==> src/rtl/stp_pkg.sv <==
// Shared types and constants for the session ticket parser.
// Used by stp_parser and session_ticket_parser_core; depends on nothing.
`timescale 1ns / 1ps

package stp_pkg;

    // Field limits and extension codes
    localparam logic [31:0] MAX_NONCE_BYTES  = 32'd32;
    localparam logic [31:0] MAX_TICKET_BYTES = 32'd2048;
    localparam logic [15:0] EARLY_DATA_TYPE  = 16'd42;
    localparam logic [31:0] EARLY_DATA_LEN   = 32'd4;

    // Width of the signed extension byte count
    localparam int unsigned REM_W = 19;

    // Parse phases
    typedef enum logic [3:0] {
        PH_LIFE   = 4'd0,
        PH_AGE    = 4'd1,
        PH_NLEN   = 4'd2,
        PH_NONCE  = 4'd3,
        PH_TLEN   = 4'd4,
        PH_TICKET = 4'd5,
        PH_ELEN   = 4'd6,
        PH_ETYPE  = 4'd7,
        PH_EDLEN  = 4'd8,
        PH_EDVAL  = 4'd9,
        PH_OLEN   = 4'd10,
        PH_SKIP   = 4'd11,
        PH_DONE   = 4'd12
    } t_phase;

    // Result item kinds
    typedef enum logic [1:0] {
        KIND_NONCE   = 2'd0,
        KIND_TICKET  = 2'd1,
        KIND_SUMMARY = 2'd2
    } t_kind;

    // Every result one input item causes: an optional byte and an optional summary
    typedef struct packed {
        logic        has_byte;
        t_kind       byte_kind;
        logic [7:0]  data;
        logic        has_sum;
        logic        status;
        logic [31:0] lifetime;
        logic [31:0] age_add;
        logic [31:0] early;
        logic [31:0] birth;
        logic [5:0]  nlen;
        logic [11:0] tlen;
    } t_item_res;

endpackage

==> src/rtl/session_ticket_parser_core.sv <==
// Session ticket parser top level: parse state machine and two-entry result queue.
// Depends on stp_pkg and stp_parser.
// A result is offered the cycle after its item is accepted, if the queue is empty.
// Throughput: one item per cycle while the queue is not full; an item with a byte and a
// summary keeps its entry until both are taken; items behind it may find the queue full.
// Reset: i_rst_n, synchronous active low, rearms the parser and empties the result queue.
`timescale 1ns / 1ps

module session_ticket_parser_core (
    input  logic        i_clk,
    input  logic        i_rst_n,
    input  logic        i_in_valid,
    output logic        o_in_ready,
    input  logic [7:0]  i_data_byte,
    input  logic        i_no_byte,
    input  logic        i_last_byte,
    input  logic [31:0] i_birth_time,
    output logic        o_out_valid,
    input  logic        i_out_ready,
    output logic [1:0]  o_out_kind,
    output logic [7:0]  o_out_byte,
    output logic        o_status,
    output logic [31:0] o_lifetime_s,
    output logic [31:0] o_age_add,
    output logic [31:0] o_early_data_limit,
    output logic [31:0] o_birth_out,
    output logic [5:0]  o_nonce_length,
    output logic [11:0] o_ticket_length,
    output logic        o_end_of_message
);
    import stp_pkg::*;

    t_item_res   r_q [2];
    logic        r_wr_ptr, r_rd_ptr;
    logic [1:0]  r_count;
    logic        r_sub;

    logic        accept;
    logic        push;
    t_item_res   res;
    t_item_res   head;
    logic        byte_part;
    logic        out_hs;
    logic        pop;

    assign o_in_ready = (r_count != 2'd2);
    assign accept     = i_in_valid && o_in_ready;

    stp_parser u_parser (
        .i_clk        (i_clk),
        .i_rst_n      (i_rst_n),
        .i_accept     (accept),
        .i_data_byte  (i_data_byte),
        .i_no_byte    (i_no_byte),
        .i_last_byte  (i_last_byte),
        .i_birth_time (i_birth_time),
        .o_push       (push),
        .o_res        (res)
    );

    // Head of the queue: byte part first, then the summary
    assign head      = r_q[r_rd_ptr];
    assign byte_part = head.has_byte && !r_sub;
    assign out_hs    = o_out_valid && i_out_ready;
    assign pop       = out_hs && (!byte_part || !head.has_sum);

    // Store the results of each item
    always_ff @(posedge i_clk) begin
        if (push) begin
            r_q[r_wr_ptr] <= res;
        end
    end

    // Advance queue pointers and the sub-item marker
    always_ff @(posedge i_clk) begin
        if (!i_rst_n) begin
            r_wr_ptr <= 1'b0;
            r_rd_ptr <= 1'b0;
            r_count  <= 2'd0;
            r_sub    <= 1'b0;
        end else begin
            if (push) begin
                r_wr_ptr <= ~r_wr_ptr;
            end
            if (pop) begin
                r_rd_ptr <= ~r_rd_ptr;
                r_sub    <= 1'b0;
            end else if (out_hs) begin
                r_sub    <= 1'b1;
            end
            unique case ({push, pop})
                2'b10:   r_count <= r_count + 2'd1;
                2'b01:   r_count <= r_count - 2'd1;
                default: r_count <= r_count;
            endcase
        end
    end

    // Drive the result item from the head entry
    always_comb begin
        o_out_valid        = (r_count != 2'd0);
        o_out_kind         = KIND_SUMMARY;
        o_out_byte         = '0;
        o_status           = 1'b0;
        o_lifetime_s       = '0;
        o_age_add          = '0;
        o_early_data_limit = '0;
        o_birth_out        = '0;
        o_nonce_length     = '0;
        o_ticket_length    = '0;
        o_end_of_message   = 1'b0;
        if (byte_part) begin
            o_out_kind = head.byte_kind;
            o_out_byte = head.data;
        end else begin
            o_status           = head.status;
            o_lifetime_s       = head.lifetime;
            o_age_add          = head.age_add;
            o_early_data_limit = head.early;
            o_birth_out        = head.birth;
            o_nonce_length     = head.nlen;
            o_ticket_length    = head.tlen;
            o_end_of_message   = 1'b1;
        end
    end

endmodule

==> src/rtl/stp_parser.sv <==
// Byte-wise parse state machine of the session ticket parser.
// Takes one accepted item per cycle and forms its results; depends on stp_pkg.
`timescale 1ns / 1ps

module stp_parser (
    input  logic                i_clk,
    input  logic                i_rst_n,
    input  logic                i_accept,
    input  logic [7:0]          i_data_byte,
    input  logic                i_no_byte,
    input  logic                i_last_byte,
    input  logic [31:0]         i_birth_time,
    output logic                o_push,
    output stp_pkg::t_item_res  o_res
);
    import stp_pkg::*;

    t_phase                   r_phase, n_phase;
    logic [15:0]              r_count, n_count;
    logic [31:0]              r_accum, n_accum;
    logic [31:0]              r_life, n_life;
    logic [31:0]              r_age, n_age;
    logic [31:0]              r_early, n_early;
    logic [31:0]              r_birth, n_birth;
    logic [7:0]               r_nlen, n_nlen;
    logic [15:0]              r_tlen, n_tlen;
    logic signed [REM_W-1:0]  r_rem, n_rem;
    logic                     r_err, n_err;

    logic                     start;
    logic [31:0]              acc_cur;
    logic [31:0]              val;
    logic [16:0]              cnt_inc;
    logic [15:0]              fsize;
    logic signed [REM_W-1:0]  rem_new;
    logic                     ok;
    t_item_res                res;

    // Next state and results of the item on the inputs
    always_comb begin
        n_phase = r_phase;
        n_count = r_count;
        n_accum = r_accum;
        n_life  = r_life;
        n_age   = r_age;
        n_early = r_early;
        n_birth = r_birth;
        n_nlen  = r_nlen;
        n_tlen  = r_tlen;
        n_rem   = r_rem;
        n_err   = r_err;
        res     = '0;
        ok      = 1'b0;
        rem_new = r_rem;

        // First item of a message: sample birth time, clear the summary values
        start   = (r_phase == PH_LIFE) && (r_count == 16'd0) && !r_err;
        acc_cur = start ? 32'd0 : r_accum;
        if (start) begin
            n_birth = i_birth_time;
            n_life  = '0;
            n_age   = '0;
            n_early = '0;
            n_nlen  = '0;
            n_tlen  = '0;
            n_rem   = '0;
            n_accum = '0;
        end

        val     = {acc_cur[23:0], i_data_byte};
        cnt_inc = {1'b0, r_count} + 17'd1;

        unique case (r_phase)
            PH_LIFE, PH_AGE, PH_EDVAL: fsize = 16'd4;
            PH_NLEN:                   fsize = 16'd1;
            default:                   fsize = 16'd2;
        endcase

        // Consume the byte
        if (!i_no_byte && !r_err && (r_phase != PH_DONE)) begin
            unique case (r_phase)
                PH_NONCE: begin
                    res.has_byte  = 1'b1;
                    res.byte_kind = KIND_NONCE;
                    res.data      = i_data_byte;
                    n_count       = cnt_inc[15:0];
                    if (cnt_inc >= {9'd0, r_nlen}) begin
                        n_phase = PH_TLEN;
                        n_count = '0;
                    end
                end
                PH_TICKET: begin
                    res.has_byte  = 1'b1;
                    res.byte_kind = KIND_TICKET;
                    res.data      = i_data_byte;
                    n_count       = cnt_inc[15:0];
                    if (cnt_inc >= {1'b0, r_tlen}) begin
                        n_phase = PH_ELEN;
                        n_count = '0;
                    end
                end
                PH_SKIP: begin
                    n_count = cnt_inc[15:0];
                    if ({15'd0, cnt_inc} >= acc_cur) begin
                        n_phase = (r_rem > 0) ? PH_ETYPE : PH_DONE;
                        n_count = '0;
                        n_accum = '0;
                    end
                end
                PH_LIFE, PH_AGE, PH_NLEN, PH_TLEN, PH_ELEN,
                PH_ETYPE, PH_EDLEN, PH_EDVAL, PH_OLEN: begin
                    // Shift the byte into the field, act when it is complete
                    n_accum = val;
                    n_count = cnt_inc[15:0];
                    if (cnt_inc[15:0] >= fsize) begin
                        n_accum = '0;
                        n_count = '0;
                        unique case (r_phase)
                            PH_LIFE: begin
                                n_life  = val;
                                n_phase = PH_AGE;
                            end
                            PH_AGE: begin
                                n_age   = val;
                                n_phase = PH_NLEN;
                            end
                            PH_NLEN: begin
                                n_nlen = val[7:0];
                                if (val > MAX_NONCE_BYTES) begin
                                    n_err = 1'b1;
                                end else begin
                                    n_phase = (val == 32'd0) ? PH_TLEN : PH_NONCE;
                                end
                            end
                            PH_TLEN: begin
                                n_tlen = val[15:0];
                                if (val > MAX_TICKET_BYTES) begin
                                    n_err = 1'b1;
                                end else begin
                                    n_phase = (val == 32'd0) ? PH_ELEN : PH_TICKET;
                                end
                            end
                            PH_ELEN: begin
                                rem_new = signed'({3'b000, val[15:0]});
                                n_rem   = rem_new;
                                n_phase = (rem_new > 0) ? PH_ETYPE : PH_DONE;
                            end
                            PH_ETYPE: begin
                                n_rem   = r_rem - 19'sd2;
                                n_phase = (val[15:0] == EARLY_DATA_TYPE) ? PH_EDLEN
                                                                         : PH_OLEN;
                            end
                            PH_EDLEN: begin
                                if (val != EARLY_DATA_LEN) begin
                                    n_err = 1'b1;
                                end else begin
                                    n_rem   = r_rem - 19'sd2;
                                    n_phase = PH_EDVAL;
                                end
                            end
                            PH_EDVAL: begin
                                n_early = val;
                                rem_new = r_rem - 19'sd4;
                                n_rem   = rem_new;
                                n_phase = (rem_new > 0) ? PH_ETYPE : PH_DONE;
                            end
                            PH_OLEN: begin
                                rem_new = r_rem - 19'sd2 - signed'({3'b000, val[15:0]});
                                n_rem   = rem_new;
                                if (val == 32'd0) begin
                                    n_phase = (rem_new > 0) ? PH_ETYPE : PH_DONE;
                                end else begin
                                    n_accum = {16'd0, val[15:0]};
                                    n_phase = PH_SKIP;
                                end
                            end
                            default: begin
                            end
                        endcase
                    end
                end
                default: begin
                    // Codes past the done phase mean nothing: drop the message
                    n_err = 1'b1;
                end
            endcase
        end

        // Message end: form the summary and rearm for the next message
        if (i_no_byte || i_last_byte) begin
            ok = !n_err && ((n_phase == PH_DONE) ||
                            ((n_phase == PH_SKIP) && (n_rem <= 0)));
            res.has_sum = 1'b1;
            res.status  = !ok;
            if (ok) begin
                res.lifetime = n_life;
                res.age_add  = n_age;
                res.early    = n_early;
                res.birth    = n_birth;
                res.nlen     = n_nlen[5:0];
                res.tlen     = n_tlen[11:0];
            end
            n_phase = PH_LIFE;
            n_count = '0;
            n_accum = '0;
            n_err   = 1'b0;
        end
    end

    // Parse control state
    always_ff @(posedge i_clk) begin
        if (!i_rst_n) begin
            r_phase <= PH_LIFE;
            r_count <= '0;
            r_err   <= 1'b0;
        end else if (i_accept) begin
            r_phase <= n_phase;
            r_count <= n_count;
            r_err   <= n_err;
        end
    end

    // Field values, cleared on the first item of each message
    always_ff @(posedge i_clk) begin
        if (i_accept) begin
            r_accum <= n_accum;
            r_life  <= n_life;
            r_age   <= n_age;
            r_early <= n_early;
            r_birth <= n_birth;
            r_nlen  <= n_nlen;
            r_tlen  <= n_tlen;
            r_rem   <= n_rem;
        end
    end

    assign o_res  = res;
    assign o_push = i_accept && (res.has_byte || res.has_sum);

endmodule

==> config.mk <==
export PLATFORM = sky130hd
export DESIGN_NAME = session_ticket_parser_core
export DESIGN_NICKNAME = d
export VERILOG_FILES = /design/src/rtl/stp_pkg.sv /design/src/rtl/session_ticket_parser_core.sv /design/src/rtl/stp_parser.sv
export SDC_FILE = /design/constraint.sdc
export NUM_CORES = 1
export LEC_CHECK = 0
export BUFFER_PORTS_ARGS = -buffer_cell sky130_fd_sc_hd__buf_4
export CAP_MARGIN = 10
export CORE_UTILIZATION = 40
export CTS_CLUSTER_SIZE = 12
export DETAILED_ROUTE_END_ITERATION = 7
export GPL_ROUTABILITY_DRIVEN = 0
export RECOVER_POWER = 25
export SKIP_CTS_REPAIR_TIMING = 1
export SLEW_MARGIN = 5
export SYNTH_ARGS = -nofsm -noshare
export SYNTH_HDL_FRONTEND = slang
export SYNTH_HIERARCHICAL = 1
export SYNTH_SLANG_ARGS = --single-unit
==> constraint.sdc <==
create_clock -name i_clk -period 14.64 [get_ports i_clk]
set_clock_uncertainty 0.15 [all_clocks]
set_input_delay 0 -clock i_clk [delete_from_list [all_inputs] [get_ports i_clk]]
set_output_delay 0 -clock i_clk [all_outputs]
set_load 0.01 [all_outputs]
==> flow_metrics.env <==
export IMPL_status="finished with violations"
export IMPL_failed_checks="capacitance limit, slew limit"
export IMPL_cts_max_level=2
export IMPL_synth_cell_type_count=77
export IMPL_dr_pass1_iters=6
export IMPL_via_per_inst=5.69
export IMPL_drtAntennaViolNets=0
export IMPL_synth_nets=2607
export IMPL_clkTransAtPathRegs_ns=0.06
export IMPL_numCtsBuffers=60
export IMPL_required_ns=14.74
export IMPL_port_buffers=205
export IMPL_die_area_um2=71000
export IMPL_critPathKind="reg2reg"
export IMPL_die_x_um=266
export IMPL_fmax_mhz=104
export IMPL_grt_first_pass_wirelength_mm=120
export IMPL_slew_violations=415
export IMPL_root_buffer="clkbuf_16"
export IMPL_io_pins=206
export IMPL_yosysTopAreaCell="edfxtp_1"
export IMPL_route_detailed_drc=0
export IMPL_start_util_pct=40.6
export IMPL_synth_seq_cells=548
export IMPL_cts_sinks=548
export IMPL_grt_pass1_vias=19900
export IMPL_min_path_type="in2reg"
export IMPL_drt_wirelength_per_cell_um=21.8
export IMPL_seq_area_frac_synth_pct=57.9
export IMPL_syn_inst=2493
export IMPL_leakagePower_nw=11.3
export IMPL_clock_path_buffers=3
export IMPL_worst_pin_slew_ns=4.57
export IMPL_final_nets=2775
export IMPL_r2r_cells=6
export IMPL_grt_ovfl_total=0
export IMPL_tns_ns=0
export IMPL_cp_data_arrival_time_ns=9.76
export IMPL_die_h_um=266
export IMPL_num_vias=20700
export IMPL_hpwl_mm=50.2
export IMPL_cap_violations=7
export IMPL_relSlewSlack_pct=-205
export IMPL_fin_cells=3631
export IMPL_cp_max_fo=63
export IMPL_num_fill_cells=6407
export IMPL_insertedDiodeCount=0
export IMPL_fin_crit_sh_pct=65.9
export IMPL_dp_cells=3485
export IMPL_drt_iter0_markers=1902
export IMPL_grt_total_usage_pct=21.9
export IMPL_fin_crit_ns=9.65
export IMPL_min_from="i_no_byte"
export IMPL_num_rows=96
export IMPL_r2r_slack_ns=4.99
export IMPL_fin_hold_ws_ns=0.0300
export IMPL_drive_above_1_share_pct=10.1
export IMPL_synth_area_leaders="edfxtp_1 (56%), mux2i_1 (8.7%), nor2_1 (4.6%), nand2_1 (3.6%), ha_1 (3.0%)"
export IMPL_critPathCaptureType="flip-flop"
export IMPL_clock_latency_ns=0.64
export IMPL_synthToLayoutAreaGrowth_pct=14.7
export IMPL_synth_edf_count=521
export IMPL_worstHoldEndpoint="r_q[1][154]"
export IMPL_grt_max_degree=207
export IMPL_start_kind="flip-flop"
export IMPL_rsz0062_at_grt="no"
export IMPL_ys_warn_count=6
export IMPL_finalSetupViolations=0
export IMPL_timing_rr_end="r_q[1][82]"
export IMPL_yosysMostFrequentCell="edfxtp_1"
export IMPL_whs_path_depth=5
export IMPL_ys_async_sr_fraction_pct=0
export IMPL_synth_ff_type="edfxtp_1"
export IMPL_ir_drop_mv=0.0934
export IMPL_yosys_top_cells_count="edfxtp_1 (521), nor2_1 (342), nand2_1 (272)"
export IMPL_tritoncts="yes"
export IMPL_synth_top_area_share_pct=55.9
export IMPL_coreArea_um2=68900
export IMPL_wl_mm=79.2
export IMPL_avgSynthCellArea_um2=11.2
export IMPL_syn_cell_area_um2=28000
export IMPL_hold_violations=0
export IMPL_r2r_start="r_count[0]"
export IMPL_power_density_nw_per_um2=141
export IMPL_antenna_found_initial=0
-- layer usage --
metal	part of all wire, %	GRT usage [%]
met1	42	28.9
met2	48	36.4
met3	7.0	3.55
met4	3.1	7.44
met5	0	0
-- sequential cells by signal, indices dropped and copies added, names as in the netlist, named ones only --
register / flops
u_parser/r_nlen: 8
u_parser/r_accum: 32
u_parser/r_birth: 32
u_parser/r_err: 1
r_rd_ptr: 1
r_count: 2
r_sub: 1
u_parser/r_life: 32
r_q: 318
u_parser/r_tlen: 16
u_parser/r_age: 32
u_parser/r_phase: 4
u_parser/r_count: 16
u_parser/r_early: 32
u_parser/r_rem: 19
r_wr_ptr: 1
-- per-stage QoR --
step | power (mW) | instance area [µm²] | util (%) | setup WS [ns]
after floorplan | 2.75 | 28000 | - | 1.27
after global placement | 3.17 | 30300 | 43.9 | 8.15
after detailed placement | 3.19 | 30300 | 43.9 | 7.90
after CTS | 4.58 | 32100 | 46.5 | 7.90
after global routing | 4.70 | 32100 | 46.5 | 4.04
final | 4.51 | 32100 | 46.5 | 4.99
-- power breakdown --
group	switching, mW	internal [mW]
sequential	0.116	1.95
clock	0.624	0.768
combinational	0.679	0.370
total	1.42	3.09
-- cells in the final DEF (no fill, tap or decap), types with 23 or more instances in the layout --
| master | Yosys | layout |
|---|---|---|
| edfxtp_1 | 521 | 521 |
| nand3_1 | 63 | 62 |
| clkbuf_1 | 110 | 113 |
| nor2b_1 | 36 | 36 |
| clkbuf_16 | 0 | 60 |
| a21oi_1 | 62 | 62 |
| nor3_1 | 111 | 110 |
| dlygate4sd3_1 | 0 | 45 |
| buf_4 | 6 | 127 |
| inv_1 | 51 | 52 |
| nand2_1 | 272 | 272 |
| o21ai_0 | 86 | 86 |
| a21oi_2 | 41 | 41 |
| dfxtp_1 | 27 | 27 |
| o31ai_1 | 23 | 23 |
| xor2_1 | 25 | 25 |
| nor4_1 | 28 | 28 |
| mux2i_1 | 243 | 243 |
| a22oi_1 | 31 | 31 |
| ha_1 | 67 | 67 |
| nor2_1 | 342 | 343 |
| xnor2_1 | 33 | 33 |
-- cell families after synthesis --
logic type / synth area share [%]
muxes: 8.69
buffers and inverters: 3.48
AOI/OAI and AO/OA: 9.26
adders and majority gates: 3.07
xor gates and xnor gates: 1.82
and+or+nand+nor: 15.8
other: 0.0134
DFF: 57.9
-- critical path, stage by stage (launching register included) --
cell and delay [ns]:
dfxtp_1 0.40, nand2b_1 0.17, and2_0 3.02, o21a_1 0.41
and2_0 3.26, buf_4 0.89, buf_4 0.83
-- cell type report --
cell class	count	area, µm²	area share, %
repair buffers	279	1870	5.84
clock inverters	30	243	0.757
inverters	54	203	0.632
well taps	931	1160	3.63
multi-input cells	1718	10900	33.9
flip-flops and latches	548	16200	50.4
clock buffers	71	1540	4.81
-- worst max path at each step --
stage	end	depth (start not counted)	start	slack (ns)
3_3_place_gp	r_q[0][81]	18	u_parser/r_phase[3]	8.15
6_report	r_q[1][82]	6	r_count[0]	4.99
5_1_grt	r_q[1][115]	6	r_count[0]	4.04
2_1_floorplan	r_q[0][0]	6	r_count[0]	1.27
3_5_place_dp	r_q[0][0]	18	u_parser/r_phase[3]	7.90
4_1_cts	r_q[1][115]	18	u_parser/r_phase[3]	7.90
Note: power is estimated with default switching activity, not from simulation.
